## src/sv/double_ended_queue_top_macros.svh

```systemverilog
// Assertion macros for the double-ended queue.
`ifndef DOUBLE_ENDED_QUEUE_TOP_MACROS_SVH
`define DOUBLE_ENDED_QUEUE_TOP_MACROS_SVH

`ifndef ASSERT_OFF

`define DEQ_ASSERT(lbl, clk, rst_n, prop) \
    lbl: assert property (@(posedge clk) disable iff (!rst_n) prop) \
        else $error("double-ended queue assertion failed");

`define DEQ_ASSERT_MSG(lbl, clk, rst_n, prop, msg) \
    lbl: assert property (@(posedge clk) disable iff (!rst_n) prop) \
        else $error(msg);

`else

`define DEQ_ASSERT(lbl, clk, rst_n, prop)

`define DEQ_ASSERT_MSG(lbl, clk, rst_n, prop, msg)

`endif

`endif

```

## src/sv/deq_pkg.sv

```systemverilog
`default_nettype none

package deq_pkg;

    localparam int DATA_WIDTH_DEF = 32;
    localparam int DEPTH_DEF      = 16;

    localparam logic [2:0] ACT_PUSH_BACK  = 3'd0;
    localparam logic [2:0] ACT_PUSH_FRONT = 3'd1;
    localparam logic [2:0] ACT_POP_FRONT  = 3'd2;
    localparam logic [2:0] ACT_POP_BACK   = 3'd3;
    localparam logic [2:0] ACT_CLEAR      = 3'd4;

    localparam logic [1:0] ST_DONE  = 2'd0;
    localparam logic [1:0] ST_FULL  = 2'd1;
    localparam logic [1:0] ST_EMPTY = 2'd2;

    typedef struct packed {
        logic [2:0]  action;
        logic [31:0] entry_value;
    } t_in_item;

    typedef struct packed {
        logic [1:0]  status;
        logic [31:0] front_value;
        logic [31:0] back_value;
        logic [4:0]  entry_count;
        logic        is_empty;
    } t_out_item;

    typedef enum logic [2:0] {
        S_IDLE = 3'b001,
        S_READ = 3'b010,
        S_LOAD = 3'b100
    } t_state;

endpackage

`default_nettype wire

```

## src/sv/deq_mem.sv

```systemverilog
`default_nettype none

module deq_mem #(
    parameter int DATA_WIDTH = deq_pkg::DATA_WIDTH_DEF,
    parameter int DEPTH      = deq_pkg::DEPTH_DEF,
    localparam int AW        = $clog2(DEPTH)
) (
    input  wire logic                  i_clk,
    input  wire logic                  i_we,
    input  wire logic [AW-1:0]         i_waddr,
    input  wire logic [DATA_WIDTH-1:0] i_wdata,
    input  wire logic [AW-1:0]         i_raddr_f,
    input  wire logic [AW-1:0]         i_raddr_b,
    output logic      [DATA_WIDTH-1:0] o_rdata_f,
    output logic      [DATA_WIDTH-1:0] o_rdata_b
);

    logic [DATA_WIDTH-1:0] r_mem [DEPTH];

    always_ff @(posedge i_clk) begin
        if (i_we) begin
            r_mem[i_waddr] <= i_wdata;
        end
    end

    always_ff @(posedge i_clk) begin
        o_rdata_f <= r_mem[i_raddr_f];
        o_rdata_b <= r_mem[i_raddr_b];
    end

endmodule

`default_nettype wire

```

## src/sv/deq_ctrl.sv

```systemverilog
`default_nettype none

module deq_ctrl #(
    parameter int DATA_WIDTH = deq_pkg::DATA_WIDTH_DEF,
    parameter int DEPTH      = deq_pkg::DEPTH_DEF,
    localparam int AW        = $clog2(DEPTH),
    localparam int CW        = $clog2(DEPTH + 1)
) (
    input  wire logic                  i_clk,
    input  wire logic                  i_rst_n,
    input  wire logic                  i_valid,
    output logic                       o_stall,
    input  wire deq_pkg::t_in_item     i_item,
    output logic                       o_valid,
    input  wire logic                  i_stall,
    output deq_pkg::t_out_item         o_item,
    output logic                       o_we,
    output logic      [AW-1:0]         o_waddr,
    output logic      [DATA_WIDTH-1:0] o_wdata,
    output logic      [AW-1:0]         o_raddr_f,
    output logic      [AW-1:0]         o_raddr_b,
    input  wire logic [DATA_WIDTH-1:0] i_rdata_f,
    input  wire logic [DATA_WIDTH-1:0] i_rdata_b
);

    deq_pkg::t_state    r_state, n_state;
    logic [AW-1:0]      r_front, n_front;
    logic [AW-1:0]      r_back, n_back;
    logic [CW-1:0]      r_count, n_count;
    logic [1:0]         r_status, n_status;
    logic               r_out_valid;
    deq_pkg::t_out_item r_out;

    logic          accept;
    logic          full;
    logic          empty;
    logic [AW-1:0] front_next;
    logic [AW-1:0] front_prev;
    logic [AW-1:0] back_prev;
    logic          load;

    assign accept     = i_valid && (r_state == deq_pkg::S_IDLE);
    assign o_stall    = (r_state != deq_pkg::S_IDLE);
    assign full       = (r_count == CW'(DEPTH));
    assign empty      = (r_count == '0);
    assign front_next = (r_front == AW'(DEPTH - 1)) ? '0 : r_front + AW'(1);
    assign front_prev = (r_front == '0) ? AW'(DEPTH - 1) : r_front - AW'(1);
    assign back_prev  = (r_back == '0) ? AW'(DEPTH - 1) : r_back - AW'(1);
    assign load       = (r_state == deq_pkg::S_LOAD) && (!r_out_valid || !i_stall);

    assign o_wdata   = DATA_WIDTH'(i_item.entry_value);
    assign o_raddr_f = r_front;
    assign o_raddr_b = back_prev;

    always_comb begin
        n_front  = r_front;
        n_back   = r_back;
        n_count  = r_count;
        n_status = r_status;
        o_we     = 1'b0;
        o_waddr  = r_back;
        if (accept) begin
            n_status = deq_pkg::ST_DONE;
            case (i_item.action)
                deq_pkg::ACT_PUSH_BACK: begin
                    if (full) begin
                        n_status = deq_pkg::ST_FULL;
                    end else begin
                        o_we    = 1'b1;
                        o_waddr = r_back;
                        n_back  = (r_back == AW'(DEPTH - 1)) ? '0 : r_back + AW'(1);
                        n_count = r_count + CW'(1);
                    end
                end
                deq_pkg::ACT_PUSH_FRONT: begin
                    if (full) begin
                        n_status = deq_pkg::ST_FULL;
                    end else begin
                        o_we    = 1'b1;
                        o_waddr = front_prev;
                        n_front = front_prev;
                        n_count = r_count + CW'(1);
                    end
                end
                deq_pkg::ACT_POP_FRONT: begin
                    if (empty) begin
                        n_status = deq_pkg::ST_EMPTY;
                    end else begin
                        n_front = front_next;
                        n_count = r_count - CW'(1);
                    end
                end
                deq_pkg::ACT_POP_BACK: begin
                    if (empty) begin
                        n_status = deq_pkg::ST_EMPTY;
                    end else begin
                        n_back  = back_prev;
                        n_count = r_count - CW'(1);
                    end
                end
                deq_pkg::ACT_CLEAR: begin
                    n_front = '0;
                    n_back  = '0;
                    n_count = '0;
                end
                default: begin
                end
            endcase
        end
    end

    always_comb begin
        n_state = r_state;
        case (r_state)
            deq_pkg::S_IDLE: begin
                if (accept) begin
                    n_state = deq_pkg::S_READ;
                end
            end
            deq_pkg::S_READ: begin
                n_state = deq_pkg::S_LOAD;
            end
            deq_pkg::S_LOAD: begin
                if (load) begin
                    n_state = deq_pkg::S_IDLE;
                end
            end
            default: begin
                n_state = deq_pkg::S_IDLE;
            end
        endcase
    end

    always_ff @(posedge i_clk) begin
        if (!i_rst_n) begin
            r_state     <= deq_pkg::S_IDLE;
            r_front     <= '0;
            r_back      <= '0;
            r_count     <= '0;
            r_status    <= deq_pkg::ST_DONE;
            r_out_valid <= 1'b0;
        end else begin
            r_state  <= n_state;
            r_front  <= n_front;
            r_back   <= n_back;
            r_count  <= n_count;
            r_status <= n_status;
            if (load) begin
                r_out_valid <= 1'b1;
            end else if (!i_stall) begin
                r_out_valid <= 1'b0;
            end
        end
    end

    always_ff @(posedge i_clk) begin
        if (load) begin
            r_out.status      <= r_status;
            r_out.front_value <= empty ? '0 : 32'(i_rdata_f);
            r_out.back_value  <= empty ? '0 : 32'(i_rdata_b);
            r_out.entry_count <= 5'(r_count);
            r_out.is_empty    <= empty;
        end
    end

    assign o_valid = r_out_valid;
    assign o_item  = r_out;

endmodule

`default_nettype wire

```

## src/sv/double_ended_queue_top.sv

```systemverilog
// Bounded double-ended queue held in a circular on-chip memory.
// The input channel (i_valid, o_stall, i_item) carries one action per beat:
// push at the back, push at the front, pop at the front, pop at the back or
// clear. The output channel (o_valid, i_stall, o_item) returns one result
// beat per action with the status, the front and back elements after the
// action, the element count and an empty flag.
// An accepted action passes through these steps in order: the accepting
// edge updates the pointers and writes the memory, the memory read then
// registers the front and back entries, and the load step fills the output
// register. A new action is not taken until the current one has left the
// load step; the memory read of the front and back entries that follows
// each update is one of the steps that it waits for.
// When the receiver stalls, the result holds in the output register and the
// next action is still accepted and processed; it waits in the load step
// until the output register is free.
// Reset empties the queue and drops any pending result; the memory contents
// are not cleared, since no entry is read before it has been written.
`default_nettype none

`include "double_ended_queue_top_macros.svh"

module double_ended_queue_top #(
    parameter int DATA_WIDTH = deq_pkg::DATA_WIDTH_DEF,
    parameter int DEPTH      = deq_pkg::DEPTH_DEF
) (
    input  wire logic              i_clk,
    input  wire logic              i_rst_n,
    input  wire logic              i_valid,
    output logic                   o_stall,
    input  wire deq_pkg::t_in_item i_item,
    output logic                   o_valid,
    input  wire logic              i_stall,
    output deq_pkg::t_out_item     o_item
);

    localparam int AW = $clog2(DEPTH);

    logic                  mem_we;
    logic [AW-1:0]         mem_waddr;
    logic [DATA_WIDTH-1:0] mem_wdata;
    logic [AW-1:0]         mem_raddr_f;
    logic [AW-1:0]         mem_raddr_b;
    logic [DATA_WIDTH-1:0] mem_rdata_f;
    logic [DATA_WIDTH-1:0] mem_rdata_b;
    logic                  res_empty;
    logic                  res_count_zero;
    logic                  res_values_zero;

    deq_ctrl #(
        .DATA_WIDTH (DATA_WIDTH),
        .DEPTH      (DEPTH)
    ) u_ctrl (
        .i_clk     (i_clk),
        .i_rst_n   (i_rst_n),
        .i_valid   (i_valid),
        .o_stall   (o_stall),
        .i_item    (i_item),
        .o_valid   (o_valid),
        .i_stall   (i_stall),
        .o_item    (o_item),
        .o_we      (mem_we),
        .o_waddr   (mem_waddr),
        .o_wdata   (mem_wdata),
        .o_raddr_f (mem_raddr_f),
        .o_raddr_b (mem_raddr_b),
        .i_rdata_f (mem_rdata_f),
        .i_rdata_b (mem_rdata_b)
    );

    deq_mem #(
        .DATA_WIDTH (DATA_WIDTH),
        .DEPTH      (DEPTH)
    ) u_mem (
        .i_clk     (i_clk),
        .i_we      (mem_we),
        .i_waddr   (mem_waddr),
        .i_wdata   (mem_wdata),
        .i_raddr_f (mem_raddr_f),
        .i_raddr_b (mem_raddr_b),
        .o_rdata_f (mem_rdata_f),
        .o_rdata_b (mem_rdata_b)
    );

    assign res_empty       = o_valid && o_item.is_empty;
    assign res_count_zero  = (o_item.entry_count == 5'd0);
    assign res_values_zero = (o_item.front_value == 32'd0) && (o_item.back_value == 32'd0);

    `DEQ_ASSERT(a_accept_blocks, i_clk, i_rst_n, (i_valid && !o_stall) |=> o_stall)
    `DEQ_ASSERT(a_no_write_idle, i_clk, i_rst_n, mem_we |-> (i_valid && !o_stall))
    `DEQ_ASSERT_MSG(a_empty_count, i_clk, i_rst_n, res_empty |-> res_count_zero, "nonzero count")
    `DEQ_ASSERT_MSG(a_empty_zero, i_clk, i_rst_n, res_empty |-> res_values_zero, "nonzero values")

endmodule

`default_nettype wire
```

## config.mk

```make
export PLATFORM = sky130hd
export DESIGN_NAME = double_ended_queue_top
export DESIGN_NICKNAME = d
export VERILOG_FILES = /design/src/sv/deq_pkg.sv /design/src/sv/deq_mem.sv /design/src/sv/deq_ctrl.sv /design/src/sv/double_ended_queue_top.sv
export VERILOG_INCLUDE_DIRS = /design/src /design/src/sv
export SDC_FILE = /design/constraint.sdc
export NUM_CORES = 1
export LEC_CHECK = 0
export BUFFER_PORTS_ARGS = -buffer_cell sky130_fd_sc_hd__buf_2
export CORE_MARGIN = 2
export CORE_UTILIZATION = 55
export DETAILED_ROUTE_END_ITERATION = 7
export HOLD_SLACK_MARGIN = 0.12
export PLACE_DENSITY_LB_ADDON = 0.1
export SYNTH_ARGS = -nofsm -noshare
export SYNTH_HDL_FRONTEND = slang
export SYNTH_HIERARCHICAL = 1
export SYNTH_SLANG_ARGS = --single-unit
```

## constraint.sdc

```tcl
create_clock -name i_clk -period 7.42 [get_ports i_clk]
set_input_delay 0.371 -clock i_clk [delete_from_list [all_inputs] [get_ports i_clk]]
set_output_delay 0.371 -clock i_clk [all_outputs]
set_load 0.005 [all_outputs]
```

## After elaboration in Yosys (flattened, before gate mapping)

Memories as Yosys holds them, arrays and structs flattened. A register that Yosys moved wholly into a read port is not among the register bits.
Cells that the tools add are included.

- Memories: 1
- Output and inout bits: 74
- Bits in writable memories: 512
- Register bits after elaboration: 91
- Logic and storage cells: 85

- Eq/ne operators: 20
- Multiplexer cells: 29
- Add/sub/neg operators: 6
- Reductions and logical operators: 18

Memory list:

| memory | words | bits a word | read ports | clocked after memory_dff | wr ports | line | RTL |
|---|---|---|---|---|---|---|---|
| u_mem.r_mem | 16 | 32 | 2 | 2 | 1 | deq_mem.sv:18 | `logic [DATA_WIDTH-1:0] r_mem [DEPTH];` |

Operators with widths:

| kind | count |
|---|---|
| $mux 4 | 11 |
| $pmux 4 s3 | 2 |
| $pmux 5 s3 | 1 |
| $ne 2x2->1 const B | 6 |
| $reduce_and 4->1 | 3 |
| $mux 5 | 2 |
| $eq 3x2->1 const B | 3 |
| $pmux 3 s3 | 1 |
| $reduce_bool 3->1 | 3 |
| $add 4x1->4 const B | 2 |
| $eq 4x4->1 const B | 2 |
| $logic_not 4->1 | 2 |
| $mux 1 | 8 |
| $sub 4x1->4 const B | 2 |
| $eq 3x1->1 const B | 2 |
| $eq 3x3->1 const B | 2 |
| $mux 3 | 2 |
| $ne 2x1->1 const B | 3 |
| $add 5x1->5 const B | 1 |
| $eq 5x5->1 const B | 1 |
| $logic_not 5->1 | 1 |
| $sub 5x1->5 const B | 1 |
| $pmux 2 s2 | 1 |
| $reduce_or 2->1 | 2 |
| 7 further kinds | 9 |

## Depth between registers and ports, before layout

Gate-level depths: netlist of run 1.

- Depth in word-level cells: 6
- Gate-level depth with buffers: 9
- Mapped depth without buffers: 7

## By module

The synthesis of run 1 kept the hierarchy.

Modules (own cells, without submodules):

| module | cells each | area an instance (um^2) | times used | sequential area each (um^2) |
|---|---|---|---|---|
| deq_mem | 1141 | 24188.2 | 1 | 16656.0 |
| deq_ctrl | 359 | 4261.6 | 1 | 2542.4 |

## Worst setup path before layout of run 1

OpenSTA, ideal clock, no wires.

- Kind: register -> register
- From: register u_ctrl.r_state[2]
- To: register u_ctrl.r_out (netlist bit u_ctrl/o_item[0]) (enable)
- Period minus slack after synthesis: 4843 ps
- Stages on the path, launching flop included: 3
- Arrival: 4317 ps
- Buffers on the path: 0
- Library setup time: 526 ps
- Data required time: 6894 ps
- Path slack: 2577 ps
- Cell sequence: dfxtp_1 -> or3b_2 -> a21oi_1

- Cells in the longest elaborated chain, start to end: 2

Ends and longest elaborated chain:

| item | line | RTL |
|---|---|---|
| start: declaration | deq_ctrl.sv:26 | `deq_pkg::t_state r_state, n_state;` |
| start signal: assignment | deq_ctrl.sv:136 | `r_state <= deq_pkg::S_IDLE;` |
| start signal: assignment | deq_ctrl.sv:143 | `r_state <= n_state;` |
| $eq 3x3->1 | deq_ctrl.sv:49 | `assign load = (r_state == deq_pkg::S_LOAD) && (!r_out_valid \|\| !i_stall);` |
| $logic_and 1x1->1 | deq_ctrl.sv:49 |  |
| named net u_ctrl.load | deq_ctrl.sv:40 | `logic load;` |
| end: declaration | deq_ctrl.sv:32 | `deq_pkg::t_out_item r_out;` |

The timed path passes the listed nets, and every way through them passes these cells.
A chain may end at the register's enable or synchronous reset.

## Final worst setup path of run 1

- From: register u_ctrl.r_count[0]
- To: memory u_mem/r_mem[0][4] (netlist name) (enable)

- Elaborated cells between the ends (all ways): 9
- Classes of those cells: eq/ne (1); mux (8)

RTL lines:

| item | line | RTL |
|---|---|---|
| start: declaration | deq_ctrl.sv:29 | `logic [CW-1:0] r_count, n_count;` |
| start signal: assignment | deq_ctrl.sv:146 | `r_count <= n_count;` |
| $eq 5x5->1 | deq_ctrl.sv:44 | `assign full = (r_count == CW'(DEPTH));` |
| $mux 4 | deq_ctrl.sv:76 | `if (full) begin` |
| $mux 4 | - |  |
| $mux 4 | deq_ctrl.sv:62 | `if (accept) begin` |
| named net mem_waddr[3] | double_ended_queue_top.sv:39 | `logic [AW-1:0] mem_waddr;` |
| end: declaration | deq_mem.sv:18 |  |

The timed path passes the listed nets, and every way through them passes these cells.

==> qor.yml, run 1 <==
status:
  status: "completed"
clock_tree:
  cts_buffer_depth: 3
  cts_tree: "yes"
  clockRootBuffer: "clkbuf_16"
  numCtsBuffers: 70
  clk_pin_slew_worst_paths_ns: 0.06
  postCtsSetupBuffers: 0
  clk_latency_ns: 0.61
  h-tree-depth: 3
  clock-sinks: 667
worst_setup_path:
  crit_arrival_ns: 4.35
  path_cells: "or4_4 > o2111ai_1 > o21ai_0 > or3b_2 > nor3_2 > buf_4"
  cp_top_family: "simple AND/OR/NAND/NOR gates"
  rr_endpoint: "u_mem/r_mem[0][4]"
  reg2reg_slack_ns: 3.31
  slowest_stage: "nor3_2"
  crit_buf_inv: 1
  crit_type: "reg -> reg"
  slowest_delay_ns: 0.76
  r2r_cells: 6
  crit_fanout: 22
  cp-start-kind: "flip-flop"
  r2r-start: "u_ctrl/r_count[0]"
  crit_required_ns: 7.65
  end_kind: "flip-flop"
routing:
  routed_wl_um: 64000
  drc_errors: 0
  wl_met1_um: 25900
  drt_iter0_drc: 1399
  wl_per_cell_um: 27.5
  met2_length_um: 32300
  dr.pass1.iters: 5
  dr_wl_met3_um: 4400
  top_layer: "met5"
  num_vias: 15100
  via_per_inst: 6.49
  detail-route-antenna-nets: 0
pwr:
  power_density_nw_per_um2: 272
  irDropWorstVdd_uv: 214
  p_leak_nw: 10.6
  fin_total_pwr_mw: 8.73
timing:
  grt_setup_unrepaired: "no"
  max-slew-margin-rel_pct: 9.24
  tns_ns: 0
  setup_viol: 0
  period_needed_ns: 4.11
  tightest_slew_ns: 1.36
  fmaxAchievable_ghz: 0.243
  fin_crit_sh_pct: 55.4
  whs_ns: 0.150
  drv_slew: 0
  finClkSkew_ns: 0.0254
  final_hold_viol_count: 0
grt:
  grt_max_degree: 74
  first_global_vias: 15600
  track_usage_pct: 24.6
  overflow: 0
  grt_pass1_wl_um: 96300
  antenna_found_initial: 3
min_path:
  whs_endpoint: "u_mem/r_mem[5][22]"
  hp-start: "i_item[22]"
  whs_path_depth: 1
  hp-class: "in -> reg"
placement:
  gp_congestion: 0.798
  post_dp_cell_area_um2: 29600
  dp_cells: 2190
  dp_hpwl_um: 35300
  numPortBuffers: 112
cells_and_area:
  final_nets: 1634
  syn_to_final_growth_pct: 13.0
  final_cell_count_no_fill: 2325
  antenna_cells: 0
  drive_above_1_share_pct: 34.1
  final_cell_mix: "edfxtp_1, mux4_2, a22oi_1"
  final_common_cell: "edfxtp_1"
  stdcell_area_um2: 32200
yosys:
  synth_edf_count: 584
  synth_warnings: 6
  synth_cells: 1500
  yosysSeqAreaShare_pct: 67.5
  synthFlopType: "edfxtp_1"
  synth_seq_cells: 667
  synth.distinct_cells: 53
  syn_area_per_cell_um2: 19.0
  syn-cell-area_um2: 28400
  syn-num-nets: 1547
  async_reset_ff_share_pct: 0
die:
  fp.dieH_um: 231
  ios: 113
  core_um2: 51200
  die_x_um: 231
  fp.dieArea_um2: 53600
  std_cell_rows: 83
  start_util_pct: 55.6
run:
  drv_cap: 0
-- metrics by stage --
stage               worst slack [ns]  utilization (%)
global route                    2.95             62.8
CTS                             3.33             62.8
floorplan                       2.58                -
detailed placement              3.29             57.8
finish                          3.31             62.8
global placement                3.41             57.8
-- cell type report --
class	instances	area (um2)
Timing Repair Buffer	148	856
Clock inverter	33	433
Sequential cell	667	19200
Tap cell	680	851
Clock buffer	97	2100
Fill cell	3549	19000
Inverter	10	40.0
Multi-Input combinational cell	690	8670
-- worst max path at each step --
| stage | start | end | slack, ns | depth (start not counted) |
|---|---|---|---|---|
| global route | u_ctrl/r_state[2] | u_mem/r_mem[11][24] | 2.95 | 5 |
| floorplan | u_ctrl/r_state[2] | u_ctrl/o_item[0] | 2.58 | 2 |
| detailed placement | i_valid | u_mem/r_mem[10][15] | 3.29 | 6 |
| global placement | u_ctrl/r_count[0] | u_mem/r_mem[0][8] | 3.41 | 6 |
| CTS | u_ctrl/r_count[0] | u_mem/r_mem[0][4] | 3.33 | 6 |
| finish | u_ctrl/r_count[0] | u_mem/r_mem[0][4] | 3.31 | 6 |
-- sequential cells by signal, summed over array words and instances, names as in the netlist --
register / flops
u_mem/r_mem: 512
u_ctrl/o_item: 72
u_mem/o_rdata_b: 32
u_mem/o_rdata_f: 32
u_ctrl/r_count: 5
u_ctrl/o_raddr_f: 4
u_ctrl/r_back: 4
u_ctrl/r_state: 3
u_ctrl/r_status: 2
u_ctrl/o_valid: 1
-- Yosys cell counts, types with 3 or more instances --
cell / instances / share of area (%)
nand2_1: 87 / 1.1
buf_2: 20 / 0.35
inv_1: 9 / 0.12
dfxtp_1: 83 / 5.8
xor2_1: 5 / 0.15
ha_1: 7 / 0.31
a21oi_1: 21 / 0.37
o31ai_1: 4 / 0.11
a311oi_1: 4 / 0.12
o21ai_0: 13 / 0.23
nor3_1: 6 / 0.11
xnor2_1: 3 / 0.092
nor2_1: 26 / 0.34
nand2b_1: 4 / 0.088
clkbuf_1: 42 / 0.55
buf_4: 53 / 1.4
buf_1: 18 / 0.24
nor2b_1: 70 / 1.5
nand3b_1: 4 / 0.11
mux4_2: 256 / 20
and2_1: 4 / 0.088
a22oi_1: 132 / 3.5
nand3_1: 10 / 0.18
edfxtp_1: 584 / 62
-- logic make-up (layout without fill, tap and decap cells) --
kind of cell,after synthesis,in the layout,share of synthesized area (%)
multiplexers,258,258,20.3
flip-flops,667,667,67.5
AO/OA/AOI/OAI,193,193,4.93
XOR/XNOR,8,8,0.246
AND/OR/NAND/NOR,223,223,3.95
buffers and inverters,143,288,2.67
adder cells (fa/ha/maj),8,8,0.378
-- worst reg2reg max path, stage by stage, from the launching register on --
cell and delay (ns):
dfxtp_1 0.37, or4_4 0.62, o2111ai_1 0.52, o21ai_0 0.30
or3b_2 0.62, nor3_2 0.76, buf_4 0.54
-- power breakdown --
| group | total (mW) | switching [mW] | internal, mW |
|---|---|---|---|
| logic | 0.761 | 0.445 | 0.316 |
| registers | 4.23 | 0.0465 | 4.19 |
| clock network | 3.74 | 1.43 | 2.31 |
| total | 8.73 | 1.93 | 6.81 |
-- layer usage --
layer  global-route usage (%)  vias up
li1                         -     6386
met1                     33.5     8013
met2                     41.2      572
met3                     4.10      104
met4                     7.52        4
met5                        0        -
-- timing repair --
item,4_1_cts,5_1_grt
resized for setup,0,0
endpoints found under the hold margin,32,0
hold buffers,5,0
No activity file was read; power rests on OpenSTA's default activity.
==> run 2, diff against run 1 <==
==> constraint.sdc (replaced) <==
create_clock -name i_clk -period 4.15 [get_ports i_clk]
set_input_delay 0.2075 -clock i_clk [delete_from_list [all_inputs] [get_ports i_clk]]
set_output_delay 0.2075 -clock i_clk [all_outputs]
set_load 0.005 [all_outputs]
==> qor.yml, run 2 (synthesized netlist as in run 1, its figures left out) <==
status:
  status: "completed"
clock_tree:
  numCtsBuffers: 69
  cts_buffer_depth: 3
  h-tree-depth: 3
  clk_latency_ns: 0.61
  cts_resized: 0
  clock-sinks: 667
  postCtsSetupBuffers: 0
  clk_pin_slew_worst_paths_ns: 0.06
  clockRootBuffer: "clkbuf_16"
  cts_tree: "yes"
worst_setup_path:
  crit_type: "reg -> reg"
  crit_fanout: 13
  end_kind: "flip-flop"
  r2r-start: "u_ctrl/r_state[2]"
  rr_endpoint: "u_mem/r_mem[15][4]"
  r2r_cells: 6
  crit_arrival_ns: 4.29
  reg2reg_slack_ns: 0.17
  crit_required_ns: 4.45
  cp-start-kind: "flip-flop"
cells_and_area:
  final_common_cell: "edfxtp_1"
  final_nets: 1692
  seq_area_um2: 19200
  largest_reg_flops: 512
  max_flop_register: "u_mem/r_mem"
  multiInputGateArea_um2: 8700
  stdcell_area_um2: 32600
  final_cell_count_no_fill: 2380
  final_cell_mix: "edfxtp_1, mux4_2, a22oi_1"
  syn_to_final_growth_pct: 14.7
  fill_cells: 3523
  drive_above_1_share_pct: 33.4
  antenna_cells: 0
die:
  core_um2: 51200
  die_x_um: 231
  fp.dieH_um: 231
  fp.dieArea_um2: 53600
  start_util_pct: 55.6
  std_cell_rows: 83
  ios: 113
timing:
  tightest_slew_ns: 1.14
  drv_slew: 0
  period_needed_ns: 3.98
  finClkSkew_ns: 0.0176
  final_hold_viol_count: 0
  max-slew-margin-rel_pct: 23.0
  whs_ns: 0.178
  setup_viol: 0
  fin_crit_sh_pct: 96.0
  tns_ns: 0
  fmaxAchievable_ghz: 0.251
  grt_setup_unrepaired: "no"
placement:
  numPortBuffers: 112
  gp_congestion: 0.805
  dp_hpwl_um: 40000
  dp_cells: 2217
  post_dp_cell_area_um2: 30000
min_path:
  hp-class: "in -> reg"
  hp-start: "i_item[34]"
  whs_endpoint: "u_ctrl/r_status[0]"
  whs_path_depth: 4
run:
  drv_cap: 0
routing:
  drt_iter0_drc: 1219
  via_per_inst: 6.44
  drc_errors: 0
  routed_wl_um: 67500
  detail-route-antenna-nets: 0
  dr.pass1.iters: 7
  wl_per_cell_um: 28.4
  num_vias: 15300
grt:
  grt_pass1_wl_um: 99800
  track_usage_pct: 25.8
  overflow: 0
  antenna_found_initial: 0
  first_global_vias: 15800
  grt_max_degree: 75
pwr:
  fin_total_pwr_mw: 15.2
  power_density_nw_per_um2: 466
  irDropWorstVdd_uv: 406
  p_leak_nw: 10.8
## run 2: how the worst max path moves through the flow
stage	start	to	slack (ns)	cells past startpoint
6_report	u_ctrl/r_state[2]	u_mem/r_mem[15][4]	0.17	6
5_1_grt	u_ctrl/r_state[0]	u_mem/r_mem[15][13]	0.02	6
4_1_cts	u_ctrl/r_state[2]	u_mem/r_mem[15][18]	0.26	6
3_5_place_dp	u_ctrl/r_state[2]	u_mem/r_mem[15][13]	0.17	6
3_3_place_gp	u_ctrl/r_state[2]	u_mem/r_mem[15][13]	0.40	6
2_1_floorplan	u_ctrl/r_count[0]	u_mem/r_mem[1][0]	0.24	5
## run 2: what timing repair did
action	4_1_cts	5_1_grt
hold buffers	37	0
endpoints found under the setup margin	0	0
endpoints found under the hold margin	525	0
## run 2: stage by stage
step	setup WS [ns]	utilization, %
finish	0.167	63.7
global route	0.0166	63.7
CTS	0.257	63.7
detailed placement	0.170	58.5
global placement	0.400	58.5
floorplan	0.244	-
## run 2: final cells by class
cell class | instances | area share (%)
multi-input cells | 690 | 26.7
clock buffers | 101 | 6.13
well taps | 680 | 2.61
repair buffers | 207 | 4.76
clock inverters | 25 | 0.855
flip-flops and latches | 667 | 58.9
inverters | 10 | 0.123
## run 2: per-layer routing
metal / up-vias / wire length, um / track usage [%]
met4: 0 / 1940 / 8.49
li1: 6500 / - / -
met5: - / 0 / 0
met2: 650 / 33500 / 42.1
met1: 8058 / 27400 / 35.6
met3: 127 / 4620 / 4.91
## run 2: where the power goes
group          leakage, nW  internal (mW)  switching [mW]  total, mW
registers             5.98           7.49          0.0762       7.56
logic                 3.68          0.616           0.843       1.46
clock network         1.12           3.67            2.51       6.18
total                 10.8           11.8            3.43       15.2
## run 2: worst max-delay path, cell delays in order, from the launching register on
cell and delay, ns:
dfxtp_1 0.33, and4bb_2 0.49, o2111ai_1 0.37, o21ai_0 1.00, nand2_1 0.51, nor2_4 0.72
buf_12 0.24
